<file path="src/rtl/core/mlq_pkg.sv">
`timescale 1ns / 1ps

package mlq_pkg;

   localparam int MAX_LEVELS  = 8;
   localparam int QUEUE_DEPTH = 16;
   localparam int ITEM_WIDTH  = 32;

   localparam int LVL_W  = 3;
   localparam int PTR_W  = $clog2(QUEUE_DEPTH);
   localparam int CNT_W  = $clog2(QUEUE_DEPTH + 1);
   localparam int ADDR_W = LVL_W + PTR_W;
   localparam int USED_W = 4;

   localparam logic [USED_W-1:0] MAX_LEVELS_V  = USED_W'(MAX_LEVELS);
   localparam logic [CNT_W-1:0]  QUEUE_DEPTH_V = CNT_W'(QUEUE_DEPTH);
   localparam logic [PTR_W-1:0]  PTR_LAST      = PTR_W'(QUEUE_DEPTH - 1);

   typedef enum logic [1:0] {
      ST_OK        = 2'd0,
      ST_BAD_LEVEL = 2'd1,
      ST_EMPTY     = 2'd2,
      ST_FULL      = 2'd3
   } status_type;

   localparam logic REQ_ENQUEUE = 1'b0;
   localparam logic REQ_DEQUEUE = 1'b1;

   // Outcome of one transaction, decided at the accepting edge.
   typedef struct packed {
      status_type       status;
      logic [LVL_W-1:0] found_level;
      logic             pop;
   } decision_type;

endpackage

</file>
<file path="src/rtl/core/multilevel_queue_rotating_dequeue.sv">
`timescale 1ns / 1ps
// Channel | Dir | Contents
// req_    | in  | tuser: req_type; tdata: level[2:0], item_in[34:3], zero pad
// rsp_    | out | tuser: status; tdata: found_level[2:0], item_out[34:3], zero pad
// csr_    | cfg | register 0 at byte 0: num_levels[3:0]
//
// For each transaction the accepting edge decides the outcome, moves the level
// pointers, issues the item memory write or read and enters S_DONE; from S_DONE
// the result register is loaded from the read port of the single-port memory.
// A stalled result holds the block in S_DONE; the input is taken again once
// the result register has room. Reset clears the pointers and fill counts at
// once and sets num_levels to 8; no clearing pass.

module multilevel_queue_rotating_dequeue
   import mlq_pkg::*;
(
   input  logic        clock,
   input  logic        reset,
   input  logic        req_tvalid,
   output logic        req_tready,
   input  logic [39:0] req_tdata,   // level[2:0], item_in[34:3], zero[39:35]
   input  logic        req_tuser,   // req_type[0]
   output logic        rsp_tvalid,
   input  logic        rsp_tready,
   output logic [39:0] rsp_tdata,   // found_level[2:0], item_out[34:3], zero[39:35]
   output logic [1:0]  rsp_tuser,   // status[1:0]
   input  logic        csr_psel,
   input  logic        csr_penable,
   input  logic        csr_pwrite,
   input  logic [2:0]  csr_paddr,
   input  logic [31:0] csr_pwdata,
   output logic [31:0] csr_prdata,
   output logic        csr_pready
);

   typedef enum logic {
      S_IDLE,
      S_DONE
   } state_type;

   localparam logic REG_NUM_LEVELS = 1'b0;

   state_type             state_ff, state_in;
   decision_type          pend_ff, pend_in;
   logic                  rsp_valid_ff, rsp_valid_in;
   status_type            rsp_status_ff, rsp_status_in;
   logic [LVL_W-1:0]      rsp_level_ff, rsp_level_in;
   logic [ITEM_WIDTH-1:0] rsp_item_ff, rsp_item_in;
   logic [USED_W-1:0]     num_levels_ff, num_levels_in;

   logic                  acc;
   logic                  csr_wr;
   logic                  ram_we, ram_re;
   logic [ADDR_W-1:0]     ram_addr;
   logic [ITEM_WIDTH-1:0] ram_wdata, ram_rdata;
   decision_type          dec;

   assign req_tready = (state_ff == S_IDLE);
   assign acc        = req_tvalid && req_tready;
   assign csr_pready = 1'b1;
   assign csr_wr     = csr_psel && csr_penable && csr_pwrite && csr_pready;

   mlq_ctrl u_ctrl (
      .clock      (clock),
      .reset      (reset),
      .acc        (acc),
      .req_type   (req_tuser),
      .level      (req_tdata[LVL_W-1:0]),
      .item_in    (req_tdata[LVL_W+ITEM_WIDTH-1:LVL_W]),
      .num_levels (num_levels_ff),
      .ram_we     (ram_we),
      .ram_re     (ram_re),
      .ram_addr   (ram_addr),
      .ram_wdata  (ram_wdata),
      .dec        (dec)
   );

   mlq_ram #(
      .WIDTH (ITEM_WIDTH),
      .DEPTH (MAX_LEVELS * (2 ** PTR_W))
   ) u_item_ram (
      .clock (clock),
      .we    (ram_we),
      .re    (ram_re),
      .addr  (ram_addr),
      .wdata (ram_wdata),
      .rdata (ram_rdata)
   );

   always_comb begin
      state_in      = state_ff;
      pend_in       = pend_ff;
      rsp_valid_in  = rsp_valid_ff;
      rsp_status_in = rsp_status_ff;
      rsp_level_in  = rsp_level_ff;
      rsp_item_in   = rsp_item_ff;
      num_levels_in = num_levels_ff;

      // drop the result once the consumer has taken it
      if (rsp_valid_ff && rsp_tready) begin
         rsp_valid_in = 1'b0;
      end

      case (state_ff)
         S_IDLE: begin
            if (acc) begin
               pend_in  = dec;
               state_in = S_DONE;
            end
         end
         S_DONE: begin
            // hold until the result register is free, then load it
            if (!rsp_valid_ff || rsp_tready) begin
               rsp_valid_in  = 1'b1;
               rsp_status_in = pend_ff.status;
               rsp_level_in  = pend_ff.found_level;
               rsp_item_in   = pend_ff.pop ? ram_rdata : '0;
               state_in      = S_IDLE;
            end
         end
         default: begin
            state_in = S_IDLE;
         end
      endcase

      if (csr_wr && (csr_paddr[2] == REG_NUM_LEVELS)) begin
         num_levels_in = csr_pwdata[USED_W-1:0];
      end
   end

   always_ff @(posedge clock) begin
      if (reset) begin
         state_ff      <= S_IDLE;
         pend_ff       <= '0;
         rsp_valid_ff  <= 1'b0;
         rsp_status_ff <= ST_OK;
         rsp_level_ff  <= '0;
         rsp_item_ff   <= '0;
         num_levels_ff <= MAX_LEVELS_V;
      end else begin
         state_ff      <= state_in;
         pend_ff       <= pend_in;
         rsp_valid_ff  <= rsp_valid_in;
         rsp_status_ff <= rsp_status_in;
         rsp_level_ff  <= rsp_level_in;
         rsp_item_ff   <= rsp_item_in;
         num_levels_ff <= num_levels_in;
      end
   end

   assign rsp_tvalid = rsp_valid_ff;
   assign rsp_tuser  = rsp_status_ff;
   assign rsp_tdata  = {5'b0, rsp_item_ff, rsp_level_ff};
   assign csr_prdata = (csr_paddr[2] == REG_NUM_LEVELS) ?
                       {28'b0, num_levels_ff} : 32'b0;

`ifndef SYNTH
   a_busy_after_accept: assert property (@(posedge clock) disable iff (reset)
      acc |=> !req_tready)
      else $error("input taken again in the cycle after a transaction");

   a_failed_result_clear: assert property (@(posedge clock) disable iff (reset)
      rsp_tvalid && (rsp_tuser != ST_OK) |-> (rsp_tdata == 40'b0))
      else $error("failed result carries a level or an item");

   a_pop_only_on_ok: assert property (@(posedge clock) disable iff (reset)
      (state_ff == S_DONE) && pend_ff.pop |-> (pend_ff.status == ST_OK))
      else $error("memory read issued for a failed dequeue");

   a_load_from_done: assert property (@(posedge clock) disable iff (reset)
      $rose(rsp_tvalid) |-> ($past(state_ff) == S_DONE))
      else $error("result loaded outside the completion cycle");
`endif

endmodule

</file>
<file path="src/rtl/core/mlq_ram.sv">
`timescale 1ns / 1ps

module mlq_ram #(
   parameter int WIDTH = 32,
   parameter int DEPTH = 128
) (
   input  logic                     clock,
   input  logic                     we,
   input  logic                     re,
   input  logic [$clog2(DEPTH)-1:0] addr,
   input  logic [WIDTH-1:0]         wdata,
   output logic [WIDTH-1:0]         rdata
);

   logic [WIDTH-1:0] mem_ff [DEPTH];
   logic [WIDTH-1:0] rdata_ff;

   always_ff @(posedge clock) begin
      if (we) begin
         mem_ff[addr] <= wdata;
      end
      if (re) begin
         rdata_ff <= mem_ff[addr];
      end
   end

   assign rdata = rdata_ff;

endmodule

</file>
<file path="src/rtl/core/mlq_ctrl.sv">
`timescale 1ns / 1ps

module mlq_ctrl
   import mlq_pkg::*;
(
   input  logic                  clock,
   input  logic                  reset,
   input  logic                  acc,
   input  logic                  req_type,
   input  logic [LVL_W-1:0]      level,
   input  logic [ITEM_WIDTH-1:0] item_in,
   input  logic [USED_W-1:0]     num_levels,
   output logic                  ram_we,
   output logic                  ram_re,
   output logic [ADDR_W-1:0]     ram_addr,
   output logic [ITEM_WIDTH-1:0] ram_wdata,
   output decision_type          dec
);

   logic [PTR_W-1:0] head_ff [MAX_LEVELS];
   logic [PTR_W-1:0] head_in [MAX_LEVELS];
   logic [PTR_W-1:0] tail_ff [MAX_LEVELS];
   logic [PTR_W-1:0] tail_in [MAX_LEVELS];
   logic [CNT_W-1:0] cnt_ff  [MAX_LEVELS];
   logic [CNT_W-1:0] cnt_in  [MAX_LEVELS];

   logic [USED_W-1:0]     used;
   logic                  bad;
   logic                  full;
   logic [MAX_LEVELS-1:0] nonempty;
   logic                  hi_hit, lo_hit;
   logic [LVL_W-1:0]      hi_idx, lo_idx, found;
   logic [PTR_W-1:0]      tail_cur, head_cur;
   logic                  do_push, do_pop;

   assign used = (num_levels > MAX_LEVELS_V) ? MAX_LEVELS_V : num_levels;
   assign bad  = {1'b0, level} >= used;
   assign full = cnt_ff[level] == QUEUE_DEPTH_V;

   // Rotating search: first non-empty level at or above the start, else the lowest.
   always_comb begin
      hi_hit = 1'b0;
      lo_hit = 1'b0;
      hi_idx = '0;
      lo_idx = '0;
      for (int i = MAX_LEVELS - 1; i >= 0; i--) begin
         nonempty[i] = (cnt_ff[i] != '0) && (USED_W'(i) < used);
         if (nonempty[i]) begin
            lo_hit = 1'b1;
            lo_idx = LVL_W'(i);
            if (LVL_W'(i) >= level) begin
               hi_hit = 1'b1;
               hi_idx = LVL_W'(i);
            end
         end
      end
   end

   assign found    = hi_hit ? hi_idx : lo_idx;
   assign tail_cur = tail_ff[level];
   assign head_cur = head_ff[found];
   assign do_push  = acc && !bad && (req_type == REQ_ENQUEUE) && !full;
   assign do_pop   = acc && !bad && (req_type == REQ_DEQUEUE) && lo_hit;

   always_comb begin
      if (bad) begin
         dec.status = ST_BAD_LEVEL;
      end else if (req_type == REQ_ENQUEUE) begin
         dec.status = full ? ST_FULL : ST_OK;
      end else begin
         dec.status = lo_hit ? ST_OK : ST_EMPTY;
      end
      dec.found_level = (!bad && (req_type == REQ_DEQUEUE) && lo_hit) ? found : '0;
      dec.pop         = !bad && (req_type == REQ_DEQUEUE) && lo_hit;
   end

   assign ram_we    = do_push;
   assign ram_re    = do_pop;
   assign ram_addr  = do_push ? {level, tail_cur} : {found, head_cur};
   assign ram_wdata = item_in;

   always_comb begin
      for (int i = 0; i < MAX_LEVELS; i++) begin
         head_in[i] = head_ff[i];
         tail_in[i] = tail_ff[i];
         cnt_in[i]  = cnt_ff[i];
      end
      if (do_push) begin
         tail_in[level] = (tail_cur == PTR_LAST) ? '0 : tail_cur + 1'b1;
         cnt_in[level]  = cnt_ff[level] + 1'b1;
      end
      if (do_pop) begin
         head_in[found] = (head_cur == PTR_LAST) ? '0 : head_cur + 1'b1;
         cnt_in[found]  = cnt_ff[found] - 1'b1;
      end
   end

   always_ff @(posedge clock) begin
      for (int i = 0; i < MAX_LEVELS; i++) begin
         if (reset) begin
            head_ff[i] <= '0;
            tail_ff[i] <= '0;
            cnt_ff[i]  <= '0;
         end else begin
            head_ff[i] <= head_in[i];
            tail_ff[i] <= tail_in[i];
            cnt_ff[i]  <= cnt_in[i];
         end
      end
   end

endmodule

</file>
<file path="config.mk">
export PLATFORM = sky130hd
export DESIGN_NAME = multilevel_queue_rotating_dequeue
export DESIGN_NICKNAME = d
export VERILOG_FILES = /design/src/rtl/core/mlq_pkg.sv /design/src/rtl/core/multilevel_queue_rotating_dequeue.sv /design/src/rtl/core/mlq_ram.sv /design/src/rtl/core/mlq_ctrl.sv
export SDC_FILE = /design/constraint.sdc
export NUM_CORES = 2
export LEC_CHECK = 0
export BUFFER_PORTS_ARGS = -buffer_cell sky130_fd_sc_hd__buf_2
export CAP_MARGIN = 20
export CORE_UTILIZATION = 45
export DETAILED_ROUTE_END_ITERATION = 10
export HOLD_SLACK_MARGIN = 0.08
export MAX_ROUTING_LAYER = met4
export PLACE_DENSITY = 0.62
export SLEW_MARGIN = 10
export SYNTH_ARGS = -nofsm -noshare
export SYNTH_HDL_FRONTEND = slang
export SYNTH_MEMORY_MAX_BITS = 65536
export SYNTH_SLANG_ARGS = --single-unit
</file>
<file path="constraint.sdc">
create_clock -name clock -period 8.7 [get_ports clock]
set_input_delay 1.305 -clock clock [delete_from_list [all_inputs] [get_ports clock]]
set_output_delay 1.305 -clock clock [all_outputs]
set_load 0.005 [all_outputs]
</file>
==> run_results.csv <==
group,metric,value,unit
floorplanning,core_area,354000,sq um
sta,layout_setup_ws,0.856,ns
finish,areaGrowthSynthToFinish,15.6,%
setup_path,arrival,8.70,ns
setup_path,cp_max_fo,35,
setup_path,path_depth,15,
synth,synth-edff-count,4128,
synth,netlist_area,160000,sq um
floorplanning,dieArea,359000,sq um
sta,finalClockSkew,0.0528,ns
sta,timing.final.crit_period,7.84,ns
drt,via_per_inst,6.63,
sta,max_slew_margin,0.150,
global_route,grt_pass1_vias,93700,
setup_path,critical-path-top-delay-family,"compound AO/OA/AOI/OAI gates",
clocking,root_buffer,"clkbuf_16",
drt,drt_iter0_drc,21200,
synth,synth.yosys.seq_area_share,0.792,
run,drv_cap,0,
drt,route.detailed.drc,1,
status,violations,"DRC",
placed_design,port_buffers,90,
finish,stdcell_area,185000,sq um
drt,firstDrtPassIters,11,
placed_design,placed_area,172000,sq um
clocking,h-tree-depth,5,
setup_path,ff2ff_path_depth,15,
global_route,grt_start_max_net_pins,96,
drt,ant_nets,0,
min_path,hp-class,"flop to flop",
clocking,cts_resized,0,
setup_path,crit_slowest_cell,"o31ai_4",
setup_path,worst_setup_path_end_kind,"flop",
synth,syn_area_per_cell,16.9,sq um
sta,slew_violations,0,
clocking,cts_buffer_depth,4,
drt,wire_per_inst,36.9,um
placed_design,place_ws,0.0785,ns
floorplanning,dieWidth,599,um
clocking,clkSinkCount,4281,
drt,routed_wl,560000,um
synth,yosysTopAreaCellShare,0.773,
placed_design,place_congestion,0.975,
synth,synth_cell_types,102,
sta,hold_viol_final,0,
sta,fin_crit_sh,0.902,
min_path,min_path_cells,2,
synth,ys_warn_count,0,
global_route,antenna_found_initial,58,
finish,utilization,0.524,
clocking,cts_hold_buf,0,
placed_design,dp_hpwl,348000,um
sta,setup_viol,0,
setup_path,cp.required,9.56,ns
floorplanning,rows,218,
global_route,grt-ovfl-total,0,
floorplanning,start_util,0.453,
global_route,grt_first_pass_wirelength,760000,um
finish,drive_above_1_share,0.160,
synth,synthTopCellsByArea,"edfxtp_1 77%, a222oi_1 2.8%, nand2_1 2.1%, mux2i_1 2.0%, dfxtp_1 1.9%",
status,status,"finished, violations left",
setup_path,crit_path_max_incr_delay,0.93,ns
synth,synthCells,9489,
floorplanning,die_h,599,um
setup_path,crit_buf_inv,2,
floorplanning,io_pins,160,
drt,vias,101000,
synth,synth_top_cell_by_area,"edfxtp_1",
sta,fin_hold_ws,0.448,ns
setup_path,path_cells,"nor3_1, a21oi_1, o21ai_0, nand4_1, or2_1, nand2_1, buf_4, a311oi_1, nand2_2, o31ai_4, and2_4, buf_4, a222oi_1, a31oi_1, a2111o_1",
clocking,clock_latency,1.00,ns
synth,synth_commonest_cells,"4,128 x edfxtp_1, 898 x nand2_1, 500 x a21oi_1",
setup_path,critPathKind,"flop to flop",
clocking,clk_pin_slew,0.06,ns
clocking,cts_setup_buffers,0,
global_route,grt_util_all_layers,0.314,
sta,rsz0062_at_grt,"no",
sta,worstMarginPinSlew,1.24,ns
finish,finalNetCount,10200,
clocking,cts_buffers,422,
synth,synth.ff_latch_count,4281,
synth,yosys_most_used_dff,"edfxtp_1",
sta,max_freq,0.127,GHz
synth,async_reset_ff_frac,0,
synth,yosysMostFrequentCell,"edfxtp_1",
setup_path,worstSetupStartpointType,"flop",
setup_path,cp_common_cell,"buf_4",
finish,fillers,28000,
clocking,cts_tree,"built",
path summary, 6_finish.rpt:
| path | start | slack, ns | to |
|---|---|---|---|
| setup / recovery | num_levels_ff[3] | 0.86 | u_item_ram.rdata[27] |
| hold / removal | rsp_tuser[0] | 0.45 | rsp_tuser[0] |
| setup reg to reg | num_levels_ff[3] | 0.86 | u_item_ram.rdata[27] |
| hold reg to reg | rsp_tuser[0] | 0.45 | rsp_tuser[0] |
placed cells by master, fill, tap and decap left out, types with 153 or more instances in the layout:
| cell | synthesis | routed |
|---|---|---|
| a222oi_1 | 450 | 450 |
| mux2i_1 | 317 | 316 |
| clkbuf_16 | 0 | 428 |
| a221oi_1 | 161 | 161 |
| buf_4 | 87 | 592 |
| a22oi_1 | 399 | 399 |
| edfxtp_1 | 4128 | 4128 |
| nor2_1 | 348 | 210 |
| dfxtp_1 | 153 | 153 |
| o21ai_0 | 205 | 204 |
| a21oi_1 | 500 | 498 |
| nand2_1 | 898 | 889 |
| a31oi_1 | 177 | 175 |
kinds of logic (layout without fill, tap and decap cells):
family                     Yosys count  after routing  share of synthesized area
xor gates and xnor gates             8              8                   0.000437
and+or+nand+nor                   1544           1544                     0.0404
other                                2             71                  0.0000468
buffers and inverters              680           1588                     0.0208
AOI/OAI and AO/OA                 2591           2591                      0.121
adders and majority gates            8              8                   0.000624
muxes                              375            375                     0.0246
DFF                               4281           4281                      0.792
registers in the layout (all words and copies together) (netlist names):
| signal | flops |
|---|---|
| pend_ff | 6 |
| u_ctrl.cnt_ff | 40 |
| state_ff | 1 |
| u_item_ram.mem_ff | 4096 |
| u_ctrl.head_ff | 32 |
| rsp_tuser | 2 |
| num_levels_ff | 4 |
| rsp_tvalid | 1 |
| rsp_item_ff | 32 |
| u_item_ram.rdata | 32 |
| u_ctrl.tail_ff | 32 |
| rsp_level_ff | 3 |
tightest hold or removal path, cell delays in order, from the launching register on:
cell and delay (ns):
dfxtp_1 0.30, nand2_1 0.05, a21oi_1 0.05
stage by stage:
stage | instances | setup TNS [ns]
6_report | 15200 | 0
5_1_grt | 15200 | 0
4_1_cts | 15200 | 0
3_5_place_dp | 14400 | 0
3_3_place_gp | 14400 | 0
2_1_floorplan | 9521 | -4.11
layer usage:
metal	part of all wire	track usage
met5	0	-
met2	0.43	0.443
met3	0.15	0.0915
met1	0.37	0.424
met4	0.051	0.138
area by class of cell:
| cell class | count | area [sq um] | area share |
|---|---|---|---|
| Timing Repair Buffer | 781 | 7360 | 0.0397 |
| Clock buffer | 524 | 11200 | 0.0602 |
| Antenna cell | 37 | 92.6 | 0.000500 |
| Tap cell | 4730 | 5920 | 0.0319 |
| Inverter | 19 | 83.8 | 0.000452 |
| Clock inverter | 264 | 2250 | 0.0121 |
| Multi-Input combinational cell | 4560 | 31500 | 0.170 |
| Sequential cell | 4281 | 127000 | 0.685 |
Power is left out: the tool's default activity adds up to more than one toggle a clock period on the data nets, which glitch-free logic cannot reach.
